[src/sv/mmad_pkg.sv]
// Shared constants for the min/max/average decimator: register map, field widths, defaults.
package mmad_pkg;

    // parameter defaults
    localparam int D_MAX_CHANNELS = 8;
    localparam int D_MAX_BINS     = 4096;
    localparam int D_SAMPLE_WIDTH = 16;

    // register field widths
    localparam int CNT_W = 16;   // sample_count
    localparam int BC_W  = 13;   // bin_count
    localparam int CC_W  = 4;    // channel_count

    // configuration port
    localparam int CFG_W     = 16;
    localparam int CFG_IDX_W = 2;

    localparam logic [CFG_IDX_W-1:0] REG_SAMPLE_COUNT  = CFG_IDX_W'(0);
    localparam logic [CFG_IDX_W-1:0] REG_BIN_COUNT     = CFG_IDX_W'(1);
    localparam logic [CFG_IDX_W-1:0] REG_CHANNEL_COUNT = CFG_IDX_W'(2);

endpackage

[src/sv/minmax_average_decimator_top.sv]
// Min/max/average decimator: per-channel bin statistics held in a channel-indexed RAM.
//
//  channel   direction  handshake                          payload
//  -------   ---------  ---------------------------------  ----------------------------------
//  sample    in         i_sample_valid / o_sample_ready    i_sample
//  result    out        o_result_valid / i_result_ready    bin/channel/avg/min/max/global/last
//  config    in         i_cfg_we (no wait)                 i_cfg_index, i_cfg_data
//
//  A beat that does not close a bin passes through RAM read, then modify and write back.
//  A bin-closing beat then runs the radix-2 divider for the average, which retires one
//  quotient bit per cycle, before its result goes to the output register.
//  After a register write the same divider forms sample_count / bin_count; o_sample_ready
//  stays low until it is done. Reset is synchronous, active low.
//  A result waiting in the output register does not block the next sample beat; only a
//  new result waits for the output register to free up.
module minmax_average_decimator_top #(
    parameter int MAX_CHANNELS = mmad_pkg::D_MAX_CHANNELS,
    parameter int MAX_BINS     = mmad_pkg::D_MAX_BINS,
    parameter int SAMPLE_WIDTH = mmad_pkg::D_SAMPLE_WIDTH
) (
    input  logic                                  i_clk,
    input  logic                                  i_rst_n,

    input  logic                                  i_cfg_we,
    input  logic [mmad_pkg::CFG_IDX_W-1:0]        i_cfg_index,
    input  logic [mmad_pkg::CFG_W-1:0]            i_cfg_data,

    input  logic                                  i_sample_valid,
    output logic                                  o_sample_ready,
    input  logic signed [SAMPLE_WIDTH-1:0]        i_sample,

    output logic                                  o_result_valid,
    input  logic                                  i_result_ready,
    output logic [$clog2(MAX_BINS)-1:0]           o_bin_index,
    output logic [((MAX_CHANNELS > 1) ? $clog2(MAX_CHANNELS) : 1)-1:0] o_channel,
    output logic signed [SAMPLE_WIDTH-1:0]        o_average,
    output logic signed [SAMPLE_WIDTH-1:0]        o_bin_min,
    output logic signed [SAMPLE_WIDTH-1:0]        o_bin_max,
    output logic signed [SAMPLE_WIDTH-1:0]        o_global_min,
    output logic signed [SAMPLE_WIDTH-1:0]        o_global_max,
    output logic                                  o_is_last
);

    localparam int SW    = SAMPLE_WIDTH;
    localparam int CH_W  = (MAX_CHANNELS > 1) ? $clog2(MAX_CHANNELS) : 1;
    localparam int BIN_W = $clog2(MAX_BINS);
    localparam int CNT_W = mmad_pkg::CNT_W;
    localparam int BC_W  = mmad_pkg::BC_W;
    localparam int CC_W  = mmad_pkg::CC_W;
    localparam int MAG_W = SW + CNT_W;      // |sum| of a full-length bin fits here
    localparam int SUM_W = MAG_W + 1;
    localparam int ENT_W = 2 * SW + SUM_W;  // {min, max, sum}
    localparam int DC_W  = $clog2(MAG_W + 1);

    localparam logic signed [SW-1:0] SMAX = {1'b0, {(SW-1){1'b1}}};
    localparam logic signed [SW-1:0] SMIN = {1'b1, {(SW-1){1'b0}}};

    localparam logic [2:0] S_IDLE  = 3'd0;
    localparam logic [2:0] S_RMW   = 3'd1;
    localparam logic [2:0] S_DIV   = 3'd2;
    localparam logic [2:0] S_OUT   = 3'd3;
    localparam logic [2:0] S_CLOAD = 3'd4;
    localparam logic [2:0] S_CDIV  = 3'd5;

    // control state
    logic [2:0]       r_state;
    logic [CNT_W-1:0] r_cfg_samples;
    logic [BC_W-1:0]  r_cfg_bins;
    logic [CC_W-1:0]  r_cfg_chans;
    logic [CNT_W-1:0] r_q;        // samples per bin, integer part
    logic [BC_W-1:0]  r_rem;      // samples per bin, fractional numerator
    logic [BC_W-1:0]  r_acc;      // running fraction of the current bin end
    logic [CH_W-1:0]  r_chan;
    logic [CNT_W-1:0] r_sidx;
    logic [BIN_W-1:0] r_bin;
    logic [CNT_W-1:0] r_bstart;
    logic [CNT_W-1:0] r_bend;
    logic signed [SW-1:0] r_run_min;
    logic signed [SW-1:0] r_run_max;
    logic             r_out_valid;

    // per-channel statistics RAM
    logic [ENT_W-1:0] r_mem [MAX_CHANNELS];
    logic [ENT_W-1:0] r_rd_data;

    // context of the beat in flight
    logic signed [SW-1:0] r_ctx_sample;
    logic [CH_W-1:0]      r_ctx_ch;
    logic                 r_ctx_first;
    logic                 r_ctx_close;
    logic [BIN_W-1:0]     r_ctx_bin;
    logic                 r_ctx_last;
    logic signed [SW-1:0] r_ctx_gmin;
    logic signed [SW-1:0] r_ctx_gmax;
    logic [CNT_W-1:0]     r_ctx_len;
    logic signed [SW-1:0] r_res_min;
    logic signed [SW-1:0] r_res_max;

    // shared restoring divider
    logic [MAG_W-1:0] r_dq;
    logic [CNT_W-1:0] r_drem;
    logic [CNT_W-1:0] r_ddiv;
    logic [DC_W-1:0]  r_dcnt;
    logic             r_dneg;

    // output register
    logic [BIN_W-1:0]     r_o_bin;
    logic [CH_W-1:0]      r_o_ch;
    logic signed [SW-1:0] r_o_avg;
    logic signed [SW-1:0] r_o_min;
    logic signed [SW-1:0] r_o_max;
    logic signed [SW-1:0] r_o_gmin;
    logic signed [SW-1:0] r_o_gmax;
    logic                 r_o_last;

    // effective register values
    logic [CNT_W-1:0] eff_samples;
    logic [BC_W-1:0]  eff_bins;
    logic [CC_W-1:0]  eff_chans;
    logic [CNT_W-1:0] num_bins;

    always_comb begin
        eff_samples = (r_cfg_samples == '0) ? CNT_W'(1) : r_cfg_samples;
        if (r_cfg_bins == '0) begin
            eff_bins = BC_W'(1);
        end else if (int'(r_cfg_bins) > MAX_BINS) begin
            eff_bins = BC_W'(MAX_BINS);
        end else begin
            eff_bins = r_cfg_bins;
        end
        if (r_cfg_chans == '0) begin
            eff_chans = CC_W'(1);
        end else if (int'(r_cfg_chans) > MAX_CHANNELS) begin
            eff_chans = CC_W'(MAX_CHANNELS);
        end else begin
            eff_chans = r_cfg_chans;
        end
        num_bins = (CNT_W'(eff_bins) < eff_samples) ? CNT_W'(eff_bins) : eff_samples;
    end

    // config decode
    logic cfg_hit;
    assign cfg_hit = i_cfg_we && (i_cfg_index == mmad_pkg::REG_SAMPLE_COUNT ||
                                  i_cfg_index == mmad_pkg::REG_BIN_COUNT ||
                                  i_cfg_index == mmad_pkg::REG_CHANNEL_COUNT);

    // accept-side decisions
    logic                 in_accept;
    logic                 first;
    logic                 closes;
    logic                 last_chan;
    logic                 last_bin;
    logic [CNT_W:0]       sidx_inc;
    logic signed [SW-1:0] n_run_min;
    logic signed [SW-1:0] n_run_max;
    logic [BC_W:0]        acc_sum;
    logic                 carry;
    logic [BC_W-1:0]      n_acc;
    logic [CNT_W-1:0]     n_bend;

    assign o_sample_ready = (r_state == S_IDLE);
    assign in_accept      = i_sample_valid && o_sample_ready;

    always_comb begin
        sidx_inc  = {1'b0, r_sidx} + 1'b1;
        first     = (r_sidx == r_bstart);
        closes    = (sidx_inc == {1'b0, r_bend});
        last_chan = ((int'(r_chan) + 1) == int'(eff_chans));
        last_bin  = ((int'(r_bin) + 1) >= int'(num_bins));
        n_run_min = (i_sample < r_run_min) ? i_sample : r_run_min;
        n_run_max = (i_sample > r_run_max) ? i_sample : r_run_max;
        // next bin end = floor((bin + 2) * N / W), kept as integer part plus fraction
        acc_sum   = {1'b0, r_acc} + {1'b0, r_rem};
        carry     = (acc_sum >= {1'b0, eff_bins});
        n_acc     = carry ? BC_W'(acc_sum - {1'b0, eff_bins}) : acc_sum[BC_W-1:0];
        n_bend    = r_bend + r_q + CNT_W'(carry);
    end

    // read-modify-write of the channel entry
    logic signed [SW-1:0]    old_min;
    logic signed [SW-1:0]    old_max;
    logic signed [SUM_W-1:0] old_sum;
    logic signed [SW-1:0]    upd_min;
    logic signed [SW-1:0]    upd_max;
    logic signed [SUM_W-1:0] upd_sum;
    logic signed [SUM_W-1:0] sum_abs;

    always_comb begin
        old_min = r_rd_data[ENT_W-1 -: SW];
        old_max = r_rd_data[ENT_W-SW-1 -: SW];
        old_sum = r_rd_data[SUM_W-1:0];
        if (r_ctx_first) begin
            upd_min = r_ctx_sample;
            upd_max = r_ctx_sample;
            upd_sum = SUM_W'(r_ctx_sample);
        end else begin
            upd_min = (r_ctx_sample < old_min) ? r_ctx_sample : old_min;
            upd_max = (r_ctx_sample > old_max) ? r_ctx_sample : old_max;
            upd_sum = old_sum + SUM_W'(r_ctx_sample);
        end
        sum_abs = upd_sum[SUM_W-1] ? -upd_sum : upd_sum;
    end

    // one quotient bit per cycle
    logic [CNT_W:0]   rem_sh;
    logic             rem_ge;
    logic [CNT_W-1:0] rem_step;
    logic [MAG_W-1:0] dq_step;
    logic             div_last;
    logic [MAG_W-1:0] avg_full;

    always_comb begin
        rem_sh   = {r_drem, r_dq[MAG_W-1]};
        rem_ge   = (rem_sh >= {1'b0, r_ddiv});
        rem_step = rem_ge ? CNT_W'(rem_sh - {1'b0, r_ddiv}) : rem_sh[CNT_W-1:0];
        dq_step  = {r_dq[MAG_W-2:0], rem_ge};
        div_last = (r_dcnt == DC_W'(MAG_W - 1));
        avg_full = r_dneg ? (~r_dq + 1'b1) : r_dq;
    end

    logic out_load;
    assign out_load = (r_state == S_OUT) && (!r_out_valid || i_result_ready);

    // control
    always_ff @(posedge i_clk) begin
        if (!i_rst_n) begin
            r_state       <= S_IDLE;
            r_cfg_samples <= CNT_W'(1);
            r_cfg_bins    <= BC_W'(1);
            r_cfg_chans   <= CC_W'(1);
            r_q           <= CNT_W'(1);
            r_rem         <= '0;
            r_acc         <= '0;
            r_chan        <= '0;
            r_sidx        <= '0;
            r_bin         <= '0;
            r_bstart      <= '0;
            r_bend        <= CNT_W'(1);
            r_run_min     <= SMAX;
            r_run_max     <= SMIN;
            r_out_valid   <= 1'b0;
        end else begin
            if (out_load && !cfg_hit) begin
                r_out_valid <= 1'b1;
            end else if (r_out_valid && i_result_ready) begin
                r_out_valid <= 1'b0;
            end
            if (cfg_hit) begin
                unique case (i_cfg_index)
                    mmad_pkg::REG_SAMPLE_COUNT:  r_cfg_samples <= i_cfg_data[CNT_W-1:0];
                    mmad_pkg::REG_BIN_COUNT:     r_cfg_bins    <= i_cfg_data[BC_W-1:0];
                    mmad_pkg::REG_CHANNEL_COUNT: r_cfg_chans   <= i_cfg_data[CC_W-1:0];
                    default: ;
                endcase
                r_chan  <= '0;
                r_state <= S_CLOAD;
            end else begin
                unique case (r_state)
                    S_IDLE: begin
                        if (in_accept) begin
                            r_state <= S_RMW;
                            if (last_chan) begin
                                r_chan <= '0;
                                if (sidx_inc >= {1'b0, eff_samples}) begin
                                    // end of run: start over
                                    r_sidx    <= '0;
                                    r_bin     <= '0;
                                    r_bstart  <= '0;
                                    r_bend    <= r_q;
                                    r_acc     <= r_rem;
                                    r_run_min <= SMAX;
                                    r_run_max <= SMIN;
                                end else begin
                                    r_sidx    <= sidx_inc[CNT_W-1:0];
                                    r_run_min <= n_run_min;
                                    r_run_max <= n_run_max;
                                    if (sidx_inc >= {1'b0, r_bend}) begin
                                        r_bin    <= r_bin + 1'b1;
                                        r_bstart <= r_bend;
                                        r_bend   <= n_bend;
                                        r_acc    <= n_acc;
                                    end
                                end
                            end else begin
                                r_chan    <= r_chan + 1'b1;
                                r_run_min <= n_run_min;
                                r_run_max <= n_run_max;
                            end
                        end
                    end
                    S_RMW: begin
                        r_state <= r_ctx_close ? S_DIV : S_IDLE;
                    end
                    S_DIV: begin
                        if (div_last) begin
                            r_state <= S_OUT;
                        end
                    end
                    S_OUT: begin
                        if (out_load) begin
                            r_state <= S_IDLE;
                        end
                    end
                    S_CLOAD: begin
                        r_state <= S_CDIV;
                    end
                    S_CDIV: begin
                        if (div_last) begin
                            if (eff_samples > CNT_W'(eff_bins)) begin
                                r_q   <= dq_step[CNT_W-1:0];
                                r_rem <= rem_step[BC_W-1:0];
                                r_bend <= dq_step[CNT_W-1:0];
                                r_acc  <= rem_step[BC_W-1:0];
                            end else begin
                                r_q    <= CNT_W'(1);
                                r_rem  <= '0;
                                r_bend <= CNT_W'(1);
                                r_acc  <= '0;
                            end
                            r_chan    <= '0;
                            r_sidx    <= '0;
                            r_bin     <= '0;
                            r_bstart  <= '0;
                            r_run_min <= SMAX;
                            r_run_max <= SMIN;
                            r_state   <= S_IDLE;
                        end
                    end
                    default: r_state <= S_IDLE;
                endcase
            end
        end
    end

    // statistics RAM: read on accept, write back in the cycle after, in S_RMW
    always_ff @(posedge i_clk) begin
        if (r_state == S_RMW) begin
            r_mem[r_ctx_ch] <= {upd_min, upd_max, upd_sum};
        end
        if (in_accept) begin
            r_rd_data <= r_mem[r_chan];
        end
    end

    // datapath
    always_ff @(posedge i_clk) begin
        if (in_accept) begin
            r_ctx_sample <= i_sample;
            r_ctx_ch     <= r_chan;
            r_ctx_first  <= first;
            r_ctx_close  <= closes;
            r_ctx_bin    <= r_bin;
            r_ctx_last   <= last_bin && last_chan;
            r_ctx_gmin   <= n_run_min;
            r_ctx_gmax   <= n_run_max;
            r_ctx_len    <= r_bend - r_bstart;
        end

        if (r_state == S_RMW) begin
            r_res_min <= upd_min;
            r_res_max <= upd_max;
            r_dq      <= sum_abs[MAG_W-1:0];
            r_dneg    <= upd_sum[SUM_W-1];
            r_ddiv    <= r_ctx_len;
            r_drem    <= '0;
            r_dcnt    <= '0;
        end else if (r_state == S_CLOAD) begin
            r_dq      <= MAG_W'(eff_samples);
            r_dneg    <= 1'b0;
            r_ddiv    <= CNT_W'(eff_bins);
            r_drem    <= '0;
            r_dcnt    <= '0;
        end else if (r_state == S_DIV || r_state == S_CDIV) begin
            r_dq      <= dq_step;
            r_drem    <= rem_step;
            r_dcnt    <= r_dcnt + 1'b1;
        end

        if (out_load) begin
            r_o_bin  <= r_ctx_bin;
            r_o_ch   <= r_ctx_ch;
            r_o_avg  <= avg_full[SW-1:0];
            r_o_min  <= r_res_min;
            r_o_max  <= r_res_max;
            r_o_gmin <= r_ctx_gmin;
            r_o_gmax <= r_ctx_gmax;
            r_o_last <= r_ctx_last;
        end
    end

    assign o_result_valid = r_out_valid;
    assign o_bin_index    = r_o_bin;
    assign o_channel      = r_o_ch;
    assign o_average      = r_o_avg;
    assign o_bin_min      = r_o_min;
    assign o_bin_max      = r_o_max;
    assign o_global_min   = r_o_gmin;
    assign o_global_max   = r_o_gmax;
    assign o_is_last      = r_o_last;

    a_chan_range: assert property (@(posedge i_clk) disable iff (!i_rst_n)
        (r_state == S_IDLE) |-> (int'(r_chan) < int'(eff_chans)))
        else $error("channel counter beyond channel count");

    a_bin_order: assert property (@(posedge i_clk) disable iff (!i_rst_n)
        (r_state == S_IDLE) |-> (r_bstart < r_bend))
        else $error("bin start not below bin end");

    a_close_divides: assert property (@(posedge i_clk) disable iff (!i_rst_n)
        (r_state == S_RMW && r_ctx_close && !cfg_hit) |=> (r_state == S_DIV))
        else $error("bin close did not start the divider");

    a_div_count: assert property (@(posedge i_clk) disable iff (!i_rst_n)
        (r_state == S_DIV || r_state == S_CDIV) |-> (int'(r_dcnt) < MAG_W))
        else $error("divider step count overran");

    a_out_source: assert property (@(posedge i_clk) disable iff (!i_rst_n)
        $rose(o_result_valid) |-> ($past(r_state) == S_OUT))
        else $error("result valid raised outside output load");

endmodule

[config.mk]
export PLATFORM = sky130hd
export DESIGN_NAME = minmax_average_decimator_top
export DESIGN_NICKNAME = d
export VERILOG_FILES = /design/src/sv/mmad_pkg.sv /design/src/sv/minmax_average_decimator_top.sv
export SDC_FILE = /design/constraint.sdc
export NUM_CORES = 2
export LEC_CHECK = 0
export BUFFER_PORTS_ARGS = -buffer_cell sky130_fd_sc_hd__buf_2
export CAP_MARGIN = 20
export CORE_ASPECT_RATIO = 0.7
export CORE_MARGIN = 2
export CORE_UTILIZATION = 60
export DETAILED_ROUTE_END_ITERATION = 8
export PLACE_DENSITY = 0.88
export RECOVER_POWER = 50
export REMOVE_ABC_BUFFERS = 1
export SYNTH_ARGS = -nofsm -noshare
export SYNTH_HDL_FRONTEND = slang
export SYNTH_SLANG_ARGS = --single-unit
[constraint.sdc]
create_clock -name i_clk -period 10.1 [get_ports i_clk]
set_clock_uncertainty 0.15 [all_clocks]
set_input_delay 1.01 -clock i_clk [delete_from_list [all_inputs] [get_ports i_clk]]
set_output_delay 1.01 -clock i_clk [all_outputs]
set_load 0.05 [all_outputs]
== After elaboration in Yosys (flattened, before gate mapping) ==
Memory sizes are Yosys's and may differ from the RTL's. A register that Yosys moved wholly into a read port is not among the register bits.
Cells that the tools add are included.
Storage, ports and cells
  output and inout port bits: 98
  RAM bits: 520
  bits of input ports: 39
  memories kept: 1
  register bits after elaboration: 455
  logic and storage cells: 204
Cells by class
  mux-type cells: 78
  bitwise logic cells: 3
  eq/ne operators: 21
  reductions and logical operators: 33
  $add $sub $neg: 15
  magnitude comparators: 13
Memory list
  r_mem: depth 8, width 65, rd ports 1, clocked after Yosys merged registers in 1, write ports 1, RTL line minmax_average_decimator_top.sv:83  | logic [ENT_W-1:0] r_mem [MAX_CHANNELS];
Operators with widths (number)
  16-bit 2-to-1 mux: 34
  16-bit case mux with 2 select lines: 5
  32-bit 2-to-1 mux: 4
  13-bit 2-to-1 mux: 9
  12-bit 2-to-1 mux: 5
  17-bit by 16-bit greater-or-equal comparator with 1-bit output: 3
  33-bit by 16-bit adder with 33-bit output: 1
  33-bit 2-to-1 mux: 1
  16-bit greater-than comparator: 2
  16-bit < comparator: 2
  32-bit negation: 1
  16-bit subtractor: 2
  13-bit case mux with 2 select lines: 1
  12-bit case mux with 2 select lines: 1
  3-bit 2-to-1 mux: 7
  3-bit case mux with 6 select lines: 1
  16-bit by 1-bit adder with 17-bit output (second input constant): 1
  17-bit by 16-bit equality test with 1-bit output: 1
  16-bit by 1-bit adder with 16-bit output: 1
  16-bit by 1-bit adder with 16-bit output (second input constant): 1
  16-bit adder: 1
  16-bit equality test: 1
  13-bit by 16-bit greater-or-equal comparator with 1-bit output: 1
  16-bit by 13-bit greater-than comparator with 1-bit output: 1
  other kinds (44): 76

== Longest topological paths before layout ==
  depth in word-level cells: 10
  depth in mapped cells: 30
  gate-level depth less buffers: 29

== Worst setup path before layout ==
Ideal clock, no wire load.
  path type: reg-to-reg
  start point: register r_state[0]
  end point: memory r_mem[2][0] (netlist name), enable pin
  required time: 9.279 ns
  library setup time: 0.671 ns
  path slack: 1.685 ns
  arrival time: 7.594 ns
  path buffers: 1
  clock period less this slack: 8.415 ns
  cell stages (with the launch flop): 4
  cells stage by stage: dfxtp_1 > clkbuf_1 > nand3b_1 > nor4b_1
On the way
  cells in the longest elaborated chain, start to end: 3
RTL lines
  start: declaration: RTL line minmax_average_decimator_top.sv:66  | logic [2:0] r_state;
  start signal: assignment: RTL line minmax_average_decimator_top.sv:292  | r_state <= r_ctx_close ? S_DIV : S_IDLE;
  3-bit by 1-bit equality test with 1-bit output: RTL line minmax_average_decimator_top.sv:337  | if (r_state == S_RMW) begin
  1-bit 2-to-1 mux: RTL line minmax_average_decimator_top.sv:337
  1-bit 2-to-1 mux (not written as such): RTL line minmax_average_decimator_top.sv:338  | r_mem[r_ctx_ch] <= {upd_min, upd_max, upd_sum};
  end: declaration: RTL line minmax_average_decimator_top.sv:83
Every way passes these cells.

== Final worst setup path ==
  start point: register r_state[1]
  end point: memory r_mem[7][16] (netlist name), enable pin
Same word-level chain as after synthesis.

==> summary.md <==
| Metric | Value |
|---|---|
| Die height | `about 240 um` |
| CTS Buf Count | `94` |
| Crit Path Max Fanout | `between 60 and 70` |
| DIE AREA | `around 84000 um^2` |
| Largest net degree at the start of global routing | `69` |
| XOR/XNOR share of the synthesized area | `2.86%` |
| Synth Cell Area | `49000 um^2` |
| Synth Area in Adders | `6.13%` |
| Max Fclk | `0.125 GHz` |
| Post-synth top cells | `edfxtp_1 (844), nand2_1 (302), ha_1 (229)` |
| GP Congestion | `about 0.95` |
| Initial DRC Count | `4983` |
| Site row count | `87` |
| GRT Residual Overflow | `0` |
| Initial Util | `between 60 and 70%` |
| Pwr/cell area | `approximately 190 nW/um^2` |
| Clock-pin slew on the worst setup and hold paths | `0.07 ns` |
| Most common cell in the netlist | `edfxtp_1` |
| Routed vias | `33400` |
| Die Width | `~350 um` |
| Vias in the first global route | `about 32000` |
| # fillers | `5447` |
| Core Util, Final | `66.5%` |
| Syn Area/Cell | `13.2 um^2` |
| Drt total wl | `131 mm` |
| Longest Clk Path Bufs | `3` |
| Number of routed nets with antenna violations | `0` |
| Post-DP HPWL | `a little over 80 mm` |
| Failing checks | `capacitance limit, slew limit` |
| Syn Inst Count | `3715` |
| Yosys Warn Count | `0` |
| Root Driver | `clkbuf_16` |
| Global-route wire length before repair | `around 200 mm` |
| TritonCTS clock tree | `yes` |
| Nets | `4111` |
| Max FFs per register | `520` |
| Simple-gate area share of the yosys netlist | `8.43%` |
| EDFF count, synth | `844` |
| Register with the most flip-flops | `r_mem` |
| CP Launch Type | `flop` |
| Area added between synthesis and finish | `9.60%` |
| Setup Viol. Count Final | `0` |
| Seq/Total Area, Yosys | `59.7%` |
| Ys flop type | `edfxtp_1` |
| Largest cells by area after synthesis | `edfxtp_1 (52%), dfxtp_1 (8.0%), mux4_2 (6.0%), ha_1 (5.8%), mux2_2 (2.6%)` |
| Max Cap Viol | `23` |
| Largest regs | `r_mem x520, r_rd_data x65, r_dq x32` |
| Setup Buffers After CTS | `0` |
| Share of layout cells above drive strength 1 | `between 10% and 20%` |
| Total GRT Usage | `30.6%` |
| CP arrival | `around 8.2 ns` |
| Synth Area in Compound Gates | `about a tenth` |
| Final Critical Period | `8.00 ns` |
| Crit Path Class | `reg -> reg` |
| Total power | `10.1 mW` |
| Fraction of synthesized area in multiplexers | `9.47%` |
| Actual slew at the worst max-slew pin | `4.40 ns` |
| Diodes inserted | `0` |
| Outcome | `finished, violations left` |
| CTS resizes | `0` |
| IO buf count | `136` |
| Period utilization | `79.2%` |
| Hold WC Path Type | `reg -> reg` |
| P_leak | `19.2 nW` |
| FF+latch count, synth | `around 1000` |
| RSZ-0062 raised after global routing | `no` |
| Total core area | `80800 um^2` |
| Data required, critical path | `between 10 and 15 ns` |
| Peak supply drop | `0.162 mV` |
| Htree depth | `3` |
| Drt pass-1 iters | `8` |
| Max Slew Vio Count | `1038` |
| DRC Markers | `0` |
| Main combinational cell family by area after synthesis | `compound AO/OA/AOI/OAI gates` |
| Top cell type's share of synthesized area | `51.7%` |
| Asr flop ratio synth | `0%` |
| Hold_buf cts | `0` |
| Fin Setup TNS | `0 ns` |
| Synth area leader | `edfxtp_1` |
| CTS Sinks | `1040` |
| CP endpoint kind | `flop` |
| Max-slew headroom | `-194%` |
| Yosys cell types | `slightly above 100` |
| Initial antenna violation count | `2` |
| Routed vias/inst | `6.70` |
| Clock latency on the worst-skew pair | `0.69 ns` |
| Final hold violation count | `0` |
| # IOs | `roughly 140` |
| WL per Instance | `26.2 um` |
-- cell usage in the layout (no fill, tap or decap), types with 14 or more instances in the layout --
master     synthesis  final
mux2_2           114    106
inv_1            186    186
buf_4              1     42
o31ai_1           20     21
and2_1            36     32
xnor2_1          107    107
nand3_1           63     63
a21boi_0          57     57
clkinv_2           0     14
mux4_2           130    130
nand2b_1          24     24
buf_2             19     23
dfxtp_1          196    195
clkbuf_1         138    155
o21a_1            26     26
nand2_1          302    302
a21oi_1          144    143
a22oi_1           39     39
a21o_1            63     63
o221ai_1          14     14
mux2i_1           43     43
clkbuf_16          0     94
clkinv_1           2     15
nor3_1            37     37
o21ai_0          195    196
xor2_1            53     53
nor2_1           177    174
nor4_1            14     14
a31oi_1           28     27
ha_1             229    229
nand4_1           40     40
o22a_1            16     16
and3_1            29     29
or3_1             14     14
edfxtp_1         844    844
o21ai_1           17     16
nor2b_1           54     54
a211oi_1          17     17
a22o_1            17     17
-- logic make-up (layout without fill, tap and decap cells) --
| logic type | after synthesis | after routing |
|---|---|---|
| compound gates | 773 | 773 |
| xor+xnor | 160 | 160 |
| fa+ha+maj | 236 | 236 |
| buf+inv | 370 | 567 |
| flops | 1040 | 1040 |
| mux | 287 | 287 |
| simple gates | 849 | 849 |
-- through the flow --
step	cells	hold slack, ns	setup WS [ns]	area, um^2
after CTS	4976	0.268	3.30	54000
after floorplan	3534	0.250	0.321	48300
after global placement	4804	0.253	3.49	50900
after detailed placement	4804	0.255	3.39	50900
after global routing	4980	0.275	1.80	53700
final	4980	0.264	2.10	53700
-- power breakdown --
group / total (mW) / internal [mW] / switching, mW / leakage [nW]
Combinational: 1.48 / 0.515 / 0.962 / 8.37
Sequential: 5.03 / 4.89 / 0.136 / 9.30
Clock: 3.64 / 1.99 / 1.65 / 1.49
-- path summary, 6_finish.rpt --
path	startpoint	endpoint	slack, ns	cells after the start
worst max-delay path	r_state[1]	r_mem[7][16]	2.10	8
worst min-delay path	r_res_min[12]	o_bin_min[12]	0.26	0
worst max register to register	r_state[1]	r_mem[7][16]	2.10	8
worst min register to register	r_res_min[12]	o_bin_min[12]	0.26	0
-- metal layers --
metal | up-vias | wire [um] | GRT usage, %
li1 | 14300 | - | -
met1 | 16200 | 51800 | 45.3
met2 | 2462 | 55600 | 43.7
met3 | 452 | 17700 | 8.05
met4 | 4 | 5480 | 11.3
met5 | - | 28 | 0
-- worst max-delay path: stages, from the launching register on --
cell and delay, ns:
dfxtp_1 0.41, inv_1 0.20, nand3b_1 0.12, inv_1 0.11, clkbuf_1 2.77, nand2_1 0.89
nor2_4 0.27, clkbuf_1 1.83, buf_4 0.82
-- final cells by class --
cell class	count	area [um^2]	share of cell area, %
Clock buffer	116	2500	4.66
Clock inverter	56	581	1.08
Inverter	189	709	1.32
Multi-Input combinational cell	2305	18400	34.2
Sequential cell	1040	29300	54.5
Tap cell	1068	1340	2.49
Timing Repair Buffer	206	963	1.79
(Power assumes the default switching activity.)
